File: src/sv/tsot_pkg.sv
`default_nettype none
package tsot_pkg;

  // Grid size defaults
  localparam int DEF_MAX_TIMESLOTS = 8;
  localparam int DEF_MAX_FREQSLOTS = 8;

  // Field widths
  localparam int CFG_W     = 4;   // grid size register
  localparam int GRID_W    = 5;   // effective grid size, up to 15
  localparam int TF_W      = 4;   // slot coordinate carried in a command
  localparam int IDX_IN_W  = 8;
  localparam int IDX_OUT_W = 3;
  localparam int NOW_W     = 63;
  localparam int TMO_W     = 32;
  localparam int MS_W      = 20;
  localparam int LIMIT_W   = 52;  // timeout in ns
  localparam int DIFF_W    = 64;
  localparam int HIT_W     = 7;
  localparam int RESULT_LIMIT = 64;

  localparam logic [MS_W-1:0] NS_PER_MS = 20'd1000000;

  // Stream and register port widths
  localparam int S_DATA_W = 112;
  localparam int S_USER_W = 4;
  localparam int M_DATA_W = 16;
  localparam int M_USER_W = 1;
  localparam int PADDR_W  = 3;
  localparam int PDATA_W  = 32;

  // Register index, decoded from paddr[2]
  localparam logic REG_TIMESLOTS = 1'b0;
  localparam logic REG_FREQSLOTS = 1'b1;

  // Command queue
  localparam int Q_DEPTH = 2;
  localparam int Q_PTR_W = 1;

  typedef enum logic [3:0] {
    OP_USED    = 4'd0,
    OP_USED_TX = 4'd1,
    OP_USED_RX = 4'd2,
    OP_FREE    = 4'd3,
    OP_FREE_TX = 4'd4,
    OP_FREE_RX = 4'd5,
    OP_SCAN    = 4'd6,
    OP_SCAN_TX = 4'd7,
    OP_SCAN_RX = 4'd8,
    OP_CLEAR   = 4'd9
  } op_t;

  typedef enum logic [1:0] {
    ST_FREE = 2'd0,
    ST_USED = 2'd1,
    ST_TX   = 2'd2,
    ST_RX   = 2'd3
  } slot_st_t;

  typedef enum logic [2:0] {
    K_MARK,
    K_SCAN,
    K_CLEAR,
    K_NOP,
    K_OOR
  } kind_t;

  typedef enum logic [1:0] {
    B_IDLE,
    B_MARK,
    B_SCAN,
    B_END
  } back_st_t;

  // Classified item handed from front to back
  typedef struct packed {
    kind_t               kind;
    op_t                 op;
    logic [TF_W-1:0]     t;
    logic [TF_W-1:0]     f;
    logic [NOW_W-1:0]    now;
    logic [LIMIT_W-1:0]  limit;
  } cmd_t;

  typedef struct packed {
    logic [1:0]           prior;
    logic                 changed;
    logic                 oor;
    logic                 idle_valid;
    logic [IDX_OUT_W-1:0] idle_t;
    logic [IDX_OUT_W-1:0] idle_f;
    logic                 last;
  } result_t;

  // Effective grid size: register clipped to the built maximum
  function automatic logic [GRID_W-1:0] grid_size(input logic [CFG_W-1:0] r, input int mx);
    logic [GRID_W-1:0] rx;
    logic [GRID_W-1:0] mxv;
    rx  = GRID_W'(r);
    mxv = GRID_W'(mx);
    return (rx < mxv) ? rx : mxv;
  endfunction

endpackage
`default_nettype wire

File: src/sv/tsot_fifo.sv
`default_nettype none
module tsot_fifo (
  input  wire logic            clk,
  input  wire logic            rst,
  input  wire logic            push,
  input  tsot_pkg::cmd_t       push_cmd,
  output logic                 full,
  input  wire logic            pop,
  output tsot_pkg::cmd_t       head,
  output logic                 empty
);
  import tsot_pkg::*;

  cmd_t               mem [Q_DEPTH];
  logic [Q_PTR_W-1:0] wr_ptr;
  logic [Q_PTR_W-1:0] rd_ptr;
  logic [Q_PTR_W:0]   count;
  logic               do_push;
  logic               do_pop;

  assign full    = (count == (Q_PTR_W+1)'(Q_DEPTH));
  assign empty   = (count == '0);
  assign head    = mem[rd_ptr];
  assign do_push = push && !full;
  assign do_pop  = pop && !empty;

  // Pointers and fill count
  always_ff @(posedge clk) begin
    if (rst) begin
      wr_ptr <= '0;
      rd_ptr <= '0;
      count  <= '0;
    end else begin
      if (do_push) wr_ptr <= wr_ptr + Q_PTR_W'(1);
      if (do_pop)  rd_ptr <= rd_ptr + Q_PTR_W'(1);
      unique case ({do_push, do_pop})
        2'b10:   count <= count + (Q_PTR_W+1)'(1);
        2'b01:   count <= count - (Q_PTR_W+1)'(1);
        default: count <= count;
      endcase
    end
  end

  always_ff @(posedge clk) begin
    if (do_push) mem[wr_ptr] <= push_cmd;
  end

endmodule
`default_nettype wire

File: config.mk
export PLATFORM = sky130hd
export DESIGN_NAME = tsot_fifo
export DESIGN_NICKNAME = d
export VERILOG_FILES = /design/src/sv/tsot_pkg.sv /design/src/sv/tsot_fifo.sv
export SDC_FILE = /design/constraint.sdc
export NUM_CORES = 1
export LEC_CHECK = 0
export ABC_AREA = 1
export BUFFER_PORTS_ARGS = -buffer_cell sky130_fd_sc_hd__buf_4
export CAP_MARGIN = 20
export CORE_MARGIN = 3
export CORE_UTILIZATION = 47
export DETAILED_ROUTE_END_ITERATION = 12
export PLACE_DENSITY = 0.76
export SETUP_SLACK_MARGIN = 0.02
export SYNTH_ARGS = -nofsm -noshare
export SYNTH_HDL_FRONTEND = slang
export SYNTH_SLANG_ARGS = --single-unit
File: constraint.sdc
create_clock -name clk -period 7.2 [get_ports clk]
set_input_delay 0.36 -clock clk [delete_from_list [all_inputs] [get_ports clk]]
set_output_delay 0.36 -clock clk [all_outputs]
set_load 0.01 [all_outputs]
==> impl_metrics.env <==
export IMPL_status="finished clean"
export IMPL_cts_setup_buffers=0
export IMPL_final_layout_size_suffix_gt1_share_pct=58.2
export IMPL_synth_edf_count=260
export IMPL_grt_usage_pct=16.4
export IMPL_dr_first_iter_drc_count=141
export IMPL_min_from="push_cmd[37]"
export IMPL_ioPinCount=266
export IMPL_initial_core_util_pct=48.6
export IMPL_p_seq_share_pct=49.2
export IMPL_syn_to_final_growth_pct=31.2
export IMPL_die_h_um=149
export IMPL_wire_per_inst_um=18.9
export IMPL_synth_most_common_cell="edfxtp_1"
export IMPL_setup_viol=0
export IMPL_dieArea_um2=22300
export IMPL_p_int_uw=3010
export IMPL_clk_latency_ns=0.51
export IMPL_core_um2=19800
export IMPL_cts_reportedPaths_clkPinSlew_ns=0.06
export IMPL_syn_area_um2=9650
export IMPL_p_per_area_nw_per_um2=313
export IMPL_synth_largest_area_cell="edfxtp_1"
export IMPL_rsz0062_at_grt="no"
export IMPL_cts_resized=0
export IMPL_worstPathArrival_ns=2.89
export IMPL_portBuffers=265
export IMPL_dp_hpwl_mm=12.6
export IMPL_htreeDepth=1
export IMPL_drc=0
export IMPL_final_util_pct=63.8
export IMPL_ys_ff_latch=265
export IMPL_gr_total_overflow=0
export IMPL_via_per_inst=4.98
export IMPL_crit_type="reg2out"
export IMPL_grt_first_pass_wirelength_mm=28.5
export IMPL_power_share_switching_pct=24.1
export IMPL_hold_path_class="in2reg"
export IMPL_cts_sinks=265
export IMPL_root_buffer="clkbuf_16"
export IMPL_peakVddDrop_uv=240
export IMPL_grt_pass1_vias=5238
export IMPL_nets=863
export IMPL_cts_hold_buf=0
export IMPL_antennaDiodeCount=0
export IMPL_grt_start_max_net_pins=77
export IMPL_antenna_found_initial=2
export IMPL_tns_ns=0
export IMPL_die_width_um=149
export IMPL_avgSynthCellArea_um2=21.7
export IMPL_critPathMaxFanout=69
export IMPL_asyncSetResetFlopFracSynth_pct=0
export IMPL_worstMarginPinSlew_ns=1.05
export IMPL_combPwrFrac_pct=19.7
export IMPL_critPathLaunchType="register"
export IMPL_rows=51
export IMPL_clockBufferDepth=3
export IMPL_yosysTopAreaCellShare_pct=80.9
export IMPL_drt_first_pass_iters=6
export IMPL_drv_cap=0
export IMPL_seq_area_frac_synth_pct=81.9
export IMPL_ys_top_cells_by_area="edfxtp_1 (81%), mux2_2 (15%), buf_6 (1.2%)"
export IMPL_reg2reg_from="count[0]$_SDFFE_PP0P_"
export IMPL_yosys_top_cells_count="edfxtp_1 (260), mux2_2 (130), nor2_1 (14)"
export IMPL_synth_cell_type_count=13
export IMPL_gp_congestion=0.764
export IMPL_cts_buffers=27
export IMPL_routed_wirelength_mm=19.1
export IMPL_final_cells=1011
export IMPL_switching_power_uw=958
export IMPL_critical_path_endpoint_type="primary output"
export IMPL_pwr_share_clk_pct=31.1
export IMPL_synthCells=444
export IMPL_clock_skew_final_ns=0.00678
export IMPL_post_route_period_util_pct=45.1
export IMPL_ant_nets=0
export IMPL_required_ns=6.84
export IMPL_dp_cells=964
export IMPL_finalCriticalPeriod_ns=3.25
export IMPL_final_area_um2=12700
export IMPL_route_vias_total=5033
export IMPL_synth_flop_cell="edfxtp_1"
export IMPL_relSlewSlack_pct=29.9
export IMPL_cts_tree="yes"
export IMPL_leakage_uw=0.00471
export IMPL_finalMaxSlewViolations=0
export IMPL_timing_fmax_mhz=308
export IMPL_yosys_warnings=0
export IMPL_hold_violations=0
export IMPL_synth_nets=579
export IMPL_dpl_instance_area_um2=11900
[logic make-up (layout without fill, tap and decap cells)]
group,count (synthesis),after routing,synth area share (%)
AND/OR/NAND/NOR,23,23,0.920
buffers and inverters,23,325,1.75
adder cells (fa/ha/maj),1,1,0.130
AO/OA/AOI/OAI,2,2,0.104
multiplexers,130,130,15.2
flip-flops,265,265,81.9
[cells in the final DEF, fill, tap and decap left out]
cell type,count
clkinv_1,5
clkbuf_16,27
nor2_4,1
ha_1,1
clkinv_2,1
clkbuf_8,2
nand2_1,8
mux2_2,130
dfxtp_4,1
nor2_1,13
edfxtp_1,260
buf_4,269
inv_6,2
nand4_1,1
clkinvlp_4,1
o21ai_0,1
a21oi_1,1
inv_1,8
clkbuf_1,10
dfxtp_1,4
[critical path, cell delays in order (launching register included)]
cell and delay, ns:
dfxtp_4 0.86, buf_4 0.80, mux2_2 0.43, buf_4 0.15
[through the flow]
| stage | hold WS, ns | total power, uW | setup slack (ns) |
|---|---|---|---|
| finish | 0.0278 | 3970 | 3.95 |
| global route | 0.00687 | 4140 | 3.77 |
| CTS | 0.00611 | 4020 | 3.90 |
| detailed placement | 0.510 | 2780 | 4.45 |
| global placement | 0.481 | 2760 | 4.50 |
| floorplan | 0.459 | 2420 | 0.490 |
[routing by layer]
metal	vias up	global-route usage [%]	routed length [um]
li1	2300	-	-
met1	2473	20.5	7210
met2	214	27.4	9540
met3	42	5.23	1690
met4	4	5.72	589
met5	-	0	27
[final timing paths]
path	depth (start not counted)	slack (ns)	to
worst max-delay path	3	3.95	head[29]
worst min-delay path	1	0.03	mem[0][37]$_DFFE_PP_
worst max register to register	5	4.60	mem[1][86]$_DFFE_PP_
worst min register to register	2	0.52	register
[sequential cells by signal, summed over array words and instances, names as in the netlist, named ones only]
register / cells
count: 2
rd_ptr: 1
wr_ptr: 1
mem: 260
[layout make-up]
cell class	count	area, um2
clock buffer	39	741
clock inverter	8	40.0
fill	1405	7180
inverter	9	38.8
multi-input combinational	156	1580
sequential	265	7910
tap	265	332
timing repair buffer	269	2020
[power groups by stage]
stage	combinational (uW)	clock (uW)	sequential, uW
floorplan	449	0	1970
global placement	777	0	1980
detailed placement	792	0	1990
CTS	797	1260	1960
global route	841	1330	1970
finish	782	1230	1950
Power figures use the tool's default switching activity.
