==> src/sv/tsot_pkg.sv <==
`default_nettype none
package tsot_pkg;

  // Grid size defaults
  localparam int DEF_MAX_TIMESLOTS = 8;
  localparam int DEF_MAX_FREQSLOTS = 8;

  // Field widths
  localparam int CFG_W     = 4;   // grid size register
  localparam int GRID_W    = 5;   // effective grid size, up to 15
  localparam int TF_W      = 4;   // slot coordinate carried in a command
  localparam int IDX_IN_W  = 8;
  localparam int IDX_OUT_W = 3;
  localparam int NOW_W     = 63;
  localparam int TMO_W     = 32;
  localparam int MS_W      = 20;
  localparam int LIMIT_W   = 52;  // timeout in ns
  localparam int DIFF_W    = 64;
  localparam int HIT_W     = 7;
  localparam int RESULT_LIMIT = 64;

  localparam logic [MS_W-1:0] NS_PER_MS = 20'd1000000;

  // Stream and register port widths
  localparam int S_DATA_W = 112;
  localparam int S_USER_W = 4;
  localparam int M_DATA_W = 16;
  localparam int M_USER_W = 1;
  localparam int PADDR_W  = 3;
  localparam int PDATA_W  = 32;

  // Register index, decoded from paddr[2]
  localparam logic REG_TIMESLOTS = 1'b0;
  localparam logic REG_FREQSLOTS = 1'b1;

  // Command queue
  localparam int Q_DEPTH = 2;
  localparam int Q_PTR_W = 1;

  typedef enum logic [3:0] {
    OP_USED    = 4'd0,
    OP_USED_TX = 4'd1,
    OP_USED_RX = 4'd2,
    OP_FREE    = 4'd3,
    OP_FREE_TX = 4'd4,
    OP_FREE_RX = 4'd5,
    OP_SCAN    = 4'd6,
    OP_SCAN_TX = 4'd7,
    OP_SCAN_RX = 4'd8,
    OP_CLEAR   = 4'd9
  } op_t;

  typedef enum logic [1:0] {
    ST_FREE = 2'd0,
    ST_USED = 2'd1,
    ST_TX   = 2'd2,
    ST_RX   = 2'd3
  } slot_st_t;

  typedef enum logic [2:0] {
    K_MARK,
    K_SCAN,
    K_CLEAR,
    K_NOP,
    K_OOR
  } kind_t;

  typedef enum logic [1:0] {
    B_IDLE,
    B_MARK,
    B_SCAN,
    B_END
  } back_st_t;

  // Classified item handed from front to back
  typedef struct packed {
    kind_t               kind;
    op_t                 op;
    logic [TF_W-1:0]     t;
    logic [TF_W-1:0]     f;
    logic [NOW_W-1:0]    now;
    logic [LIMIT_W-1:0]  limit;
  } cmd_t;

  typedef struct packed {
    logic [1:0]           prior;
    logic                 changed;
    logic                 oor;
    logic                 idle_valid;
    logic [IDX_OUT_W-1:0] idle_t;
    logic [IDX_OUT_W-1:0] idle_f;
    logic                 last;
  } result_t;

  // Effective grid size: register clipped to the built maximum
  function automatic logic [GRID_W-1:0] grid_size(input logic [CFG_W-1:0] r, input int mx);
    logic [GRID_W-1:0] rx;
    logic [GRID_W-1:0] mxv;
    rx  = GRID_W'(r);
    mxv = GRID_W'(mx);
    return (rx < mxv) ? rx : mxv;
  endfunction

endpackage
`default_nettype wire

==> src/sv/tsot_front.sv <==
`default_nettype none
module tsot_front (
  input  wire logic                           clk,
  input  wire logic                           rst,
  input  wire logic                           s_tvalid,
  output logic                                s_tready,
  input  wire logic [tsot_pkg::S_DATA_W-1:0]  s_tdata,
  input  wire logic [tsot_pkg::S_USER_W-1:0]  s_tuser,
  input  wire logic [tsot_pkg::GRID_W-1:0]    grid_t,
  input  wire logic [tsot_pkg::GRID_W-1:0]    grid_f,
  output logic                                q_push,
  output tsot_pkg::cmd_t                      q_cmd,
  input  wire logic                           q_full
);
  import tsot_pkg::*;

  logic                 f_valid;
  logic [3:0]           f_op;
  logic [IDX_IN_W-1:0]  f_ti;
  logic [IDX_IN_W-1:0]  f_fi;
  logic [NOW_W-1:0]     f_now;
  logic [TMO_W-1:0]     f_tmo;
  logic                 in_grid;

  assign q_push   = f_valid && !q_full;
  assign s_tready = !f_valid || !q_full;

  // Input register
  always_ff @(posedge clk) begin
    if (rst) begin
      f_valid <= 1'b0;
    end else if (s_tready) begin
      f_valid <= s_tvalid;
    end
  end

  always_ff @(posedge clk) begin
    if (s_tvalid && s_tready) begin
      f_op  <= s_tuser;
      f_ti  <= s_tdata[7:0];
      f_fi  <= s_tdata[15:8];
      f_now <= s_tdata[78:16];
      f_tmo <= s_tdata[110:79];
    end
  end

  // Classify; timeout scaled to ns lands in the queue register
  assign in_grid = (f_ti < IDX_IN_W'(grid_t)) && (f_fi < IDX_IN_W'(grid_f));

  always_comb begin
    q_cmd.kind  = K_NOP;
    q_cmd.op    = OP_CLEAR;
    q_cmd.t     = f_ti[TF_W-1:0];
    q_cmd.f     = f_fi[TF_W-1:0];
    q_cmd.now   = f_now;
    q_cmd.limit = LIMIT_W'(f_tmo) * LIMIT_W'(NS_PER_MS);
    unique case (f_op)
      OP_USED, OP_USED_TX, OP_USED_RX, OP_FREE, OP_FREE_TX, OP_FREE_RX: begin
        q_cmd.kind = in_grid ? K_MARK : K_OOR;
        q_cmd.op   = op_t'(f_op);
      end
      OP_SCAN, OP_SCAN_TX, OP_SCAN_RX: begin
        q_cmd.kind = K_SCAN;
        q_cmd.op   = op_t'(f_op);
      end
      OP_CLEAR: begin
        q_cmd.kind = K_CLEAR;
      end
      default: begin
        q_cmd.kind = K_NOP;
      end
    endcase
  end

endmodule
`default_nettype wire

==> config.mk <==
export PLATFORM = sky130hd
export DESIGN_NAME = tsot_front
export DESIGN_NICKNAME = d
export VERILOG_FILES = /design/src/sv/tsot_pkg.sv /design/src/sv/tsot_front.sv
export SDC_FILE = /design/constraint.sdc
export NUM_CORES = 1
export LEC_CHECK = 0
export ABC_AREA = 1
export BUFFER_PORTS_ARGS = -buffer_cell sky130_fd_sc_hd__buf_4
export CAP_MARGIN = 0
export CORE_UTILIZATION = 57
export CTS_CLUSTER_DIAMETER = 40
export DETAILED_ROUTE_END_ITERATION = 7
export GPL_TIMING_DRIVEN = 0
export HOLD_SLACK_MARGIN = 0.03
export PLACE_DENSITY = 0.83
export SYNTH_ARGS = -nofsm -noshare
export SYNTH_HDL_FRONTEND = slang
export SYNTH_SLANG_ARGS = --single-unit
==> constraint.sdc <==
create_clock -name clk -period 16.66 [get_ports clk]
set_input_delay 4.998 -clock clk [delete_from_list [all_inputs] [get_ports clk]]
set_output_delay 4.998 -clock clk [all_outputs]
set_load 0.01 [all_outputs]
==> results.sh <==
export IMPL_cts_sinks=116
export IMPL_ioPinCount=262
export IMPL_firstDrtPassIters=5
export IMPL_grtUsageTotal=0.272
export IMPL_async_flop_share=0
export IMPL_numPortBuffers=254
export IMPL_yosysWarnings=0
export IMPL_rsz0062_at_grt="no"
export IMPL_cts_buffers=17
export IMPL_drtIter0Drc=288
export IMPL_startpoint_type="input pin"
export IMPL_whs_path_depth=2
export IMPL_outcome="finished clean"
export IMPL_synth_seq_cells=116
export IMPL_yosysUniqueCellTypes=31
export IMPL_highest_layer="met4"
export IMPL_synth_seq_area_share=0.288
export IMPL_end_kind="output port"
export IMPL_netlist_area_um2=12100
export IMPL_rr_startpoint="f_valid"
export IMPL_yosysMostFrequentCell="inv_1"
export IMPL_ff2ff_path_depth=3
export IMPL_clkTransAtPathRegs_ns=0.06
export IMPL_postCtsResizedCells=0
export IMPL_avgSynthCellArea_um2=9.20
export IMPL_seqCellArea_um2=3470
export IMPL_cap_violations=0
export IMPL_post_route_drc_count=0
export IMPL_multi_input_area_um2=7120
export IMPL_whs_endpoint="f_valid"
export IMPL_initial_utilization=0.589
export IMPL_synth_area_leaders="edfxtp_1 (29%), fa_1 (22%), ha_1 (17%), inv_1 (11%), nand2_1 (9.0%)"
export IMPL_wl_met1_mm=11.0
export IMPL_slew_headroom=0.525
export IMPL_syn_inst=1311
export IMPL_arrival_ns=6.22
export IMPL_hold_path_startpoint="f_valid"
export IMPL_cts_hold_buffers=0
export IMPL_antenna_found_initial=3
export IMPL_ctsHtreeMaxLevel=4
export IMPL_fmax_mhz=89.2
export IMPL_crit_required_ns=11.66
export IMPL_syn_to_final_growth_pct=24.4
export IMPL_fin_tns_setup_ns=0
export IMPL_drtAntennaViolNets=0
export IMPL_root_buffer="clkbuf_16"
export IMPL_finClkSkew_ns=0.0103
export IMPL_route_met3_wl_mm=1.90
export IMPL_synth_largest_area_cell="edfxtp_1"
export IMPL_yosysTopAreaCellShare=0.286
export IMPL_cp_max_fo=1
export IMPL_tightest_slew_ns=0.711
export IMPL_finalSetupViolations=0
export IMPL_hold_class="reg -> reg"
export IMPL_post_cts_buffers=0
export IMPL_ys_flop_type="edfxtp_1"
export IMPL_drive_gt1_frac=0.215
export IMPL_dieHeight_um=147
export IMPL_grt_pass1_wl_mm=45.6
export IMPL_reg2reg_slack_ns=14.88
export IMPL_via_per_inst=4.89
export IMPL_die_w_um=147
export IMPL_grt_pass1_vias=9528
export IMPL_final_hold_viol_count=0
export IMPL_worstReg2RegEnd="f_tmo[8]"
export IMPL_fp_coreArea_um2=20500
export IMPL_dieArea_um2=21700
export IMPL_period_needed_ns=11.21
export IMPL_cts_tree="yes"
export IMPL_nFillCells=1450
export IMPL_gp_congestion=0.940
export IMPL_nets=2019
export IMPL_drv_slew=0
export IMPL_rows=52
export IMPL_synth_common_cells="inv_1 (363), nand2_1 (288), ha_1 (161), fa_1 (135), edfxtp_1 (115)"
export IMPL_clk_latency_ns=0.40
export IMPL_dp_hpwl_mm=24.9
export IMPL_grt_max_degree=32
export IMPL_wl_met2_mm=14.6
export IMPL_critPathKind="in -> out"
export IMPL_wl_per_cell_um=15.1
export IMPL_dr_total_vias=9181
export IMPL_drt_wl_total_mm=28.4
export IMPL_synth_edf_count=115
export IMPL_fin_crit_sh=0.673
export IMPL_grt_overflow=0
export IMPL_ctsLongestPathBuffers=2
==> layout by cell type, fill, tap and decap left out, types with 4 or more instances in the layout <==
master	instances
a21oi_1	31
a31oi_1	4
buf_4	271
clkbuf_16	17
clkinvlp_4	5
conb_1	6
edfxtp_1	115
fa_1	135
ha_1	161
inv_1	363
inv_6	4
nand2_1	288
nand2_2	17
nand3_1	29
nand3_2	8
nor2_1	65
nor2_2	7
nor2_4	4
nor3_1	7
o21ai_0	11
xnor2_1	7
xor2_1	19
==> worst max-delay path by stage <==
stage | start | cells past startpoint | end | slack [ns]
after global placement | q_full | 2 | f_tmo[0] | 3.60
after global routing | grid_t[1] | 12 | q_cmd[129] | 5.29
after CTS | grid_t[1] | 12 | q_cmd[129] | 5.45
final | grid_t[1] | 12 | q_cmd[129] | 5.45
after floorplan | s_tvalid | 2 | f_fi[0] | 5.45
after detailed placement | grid_t[1] | 12 | q_cmd[129] | 5.49
==> flip-flops by register name, indices dropped and copies added (netlist names) <==
| signal | count |
|---|---|
| f_tmo | 32 |
| f_op | 4 |
| f_ti | 8 |
| f_valid | 1 |
| f_now | 63 |
| f_fi | 8 |
==> through the flow <==
step / hold WS (ns) / cell area, um^2 / setup WS [ns] / std cells / utilization
final: 0.546 / 15000 / 5.45 / 1879 / 0.732
after global routing: 0.567 / 15000 / 5.29 / 1879 / 0.732
after CTS: 0.544 / 15000 / 5.45 / 1876 / 0.732
after detailed placement: 0.536 / 14400 / 5.49 / 1844 / 0.705
after global placement: 0.474 / 14300 / 3.60 / 1840 / 0.699
after floorplan: 0.528 / 12100 / 5.45 / 1316 / -
==> layer usage <==
metal  global-route usage  vias up
met2                0.487      295
li1                     -     4531
met1                0.314     4299
met3               0.0636       56
met5                    0        -
met4                0.108        0
==> logic make-up (layout without fill, tap and decap cells) <==
family	Yosys count	count (layout)	synth area share
flip-flops	116	116	0.288
AO/OA/AOI/OAI	52	52	0.0230
adder cells (fa/ha/maj)	296	296	0.391
AND/OR/NAND/NOR	438	438	0.155
XOR/XNOR	26	26	0.0189
other	1	9	0.000311
buffers and inverters	382	672	0.124
==> layout make-up <==
class                           count  share of cell area
Multi-Input combinational cell    818               0.475
Sequential cell                   116               0.232
Timing Repair Buffer              258               0.134
Inverter                          364              0.0911
Clock buffer                       17              0.0284
Tap cell                          270              0.0225
Buffer                             18             0.00876
Clock inverter                     15             0.00867
Antenna cell                        3            0.000500
==> critical path, stage by stage <==
cell and delay, ns:
buf_4 0.08, inv_1 0.03, ha_1 0.29, o21ai_0 0.12
nand2_1 0.11, nand3_1 0.08, nand2_1 0.07, nand2_1 0.07
nand4_1 0.10, nand2_1 0.09, inv_1 0.04, buf_4 0.14
Power is left out: the tool's default activity adds up to more than one toggle a clock period on the data nets, which glitch-free logic cannot reach.
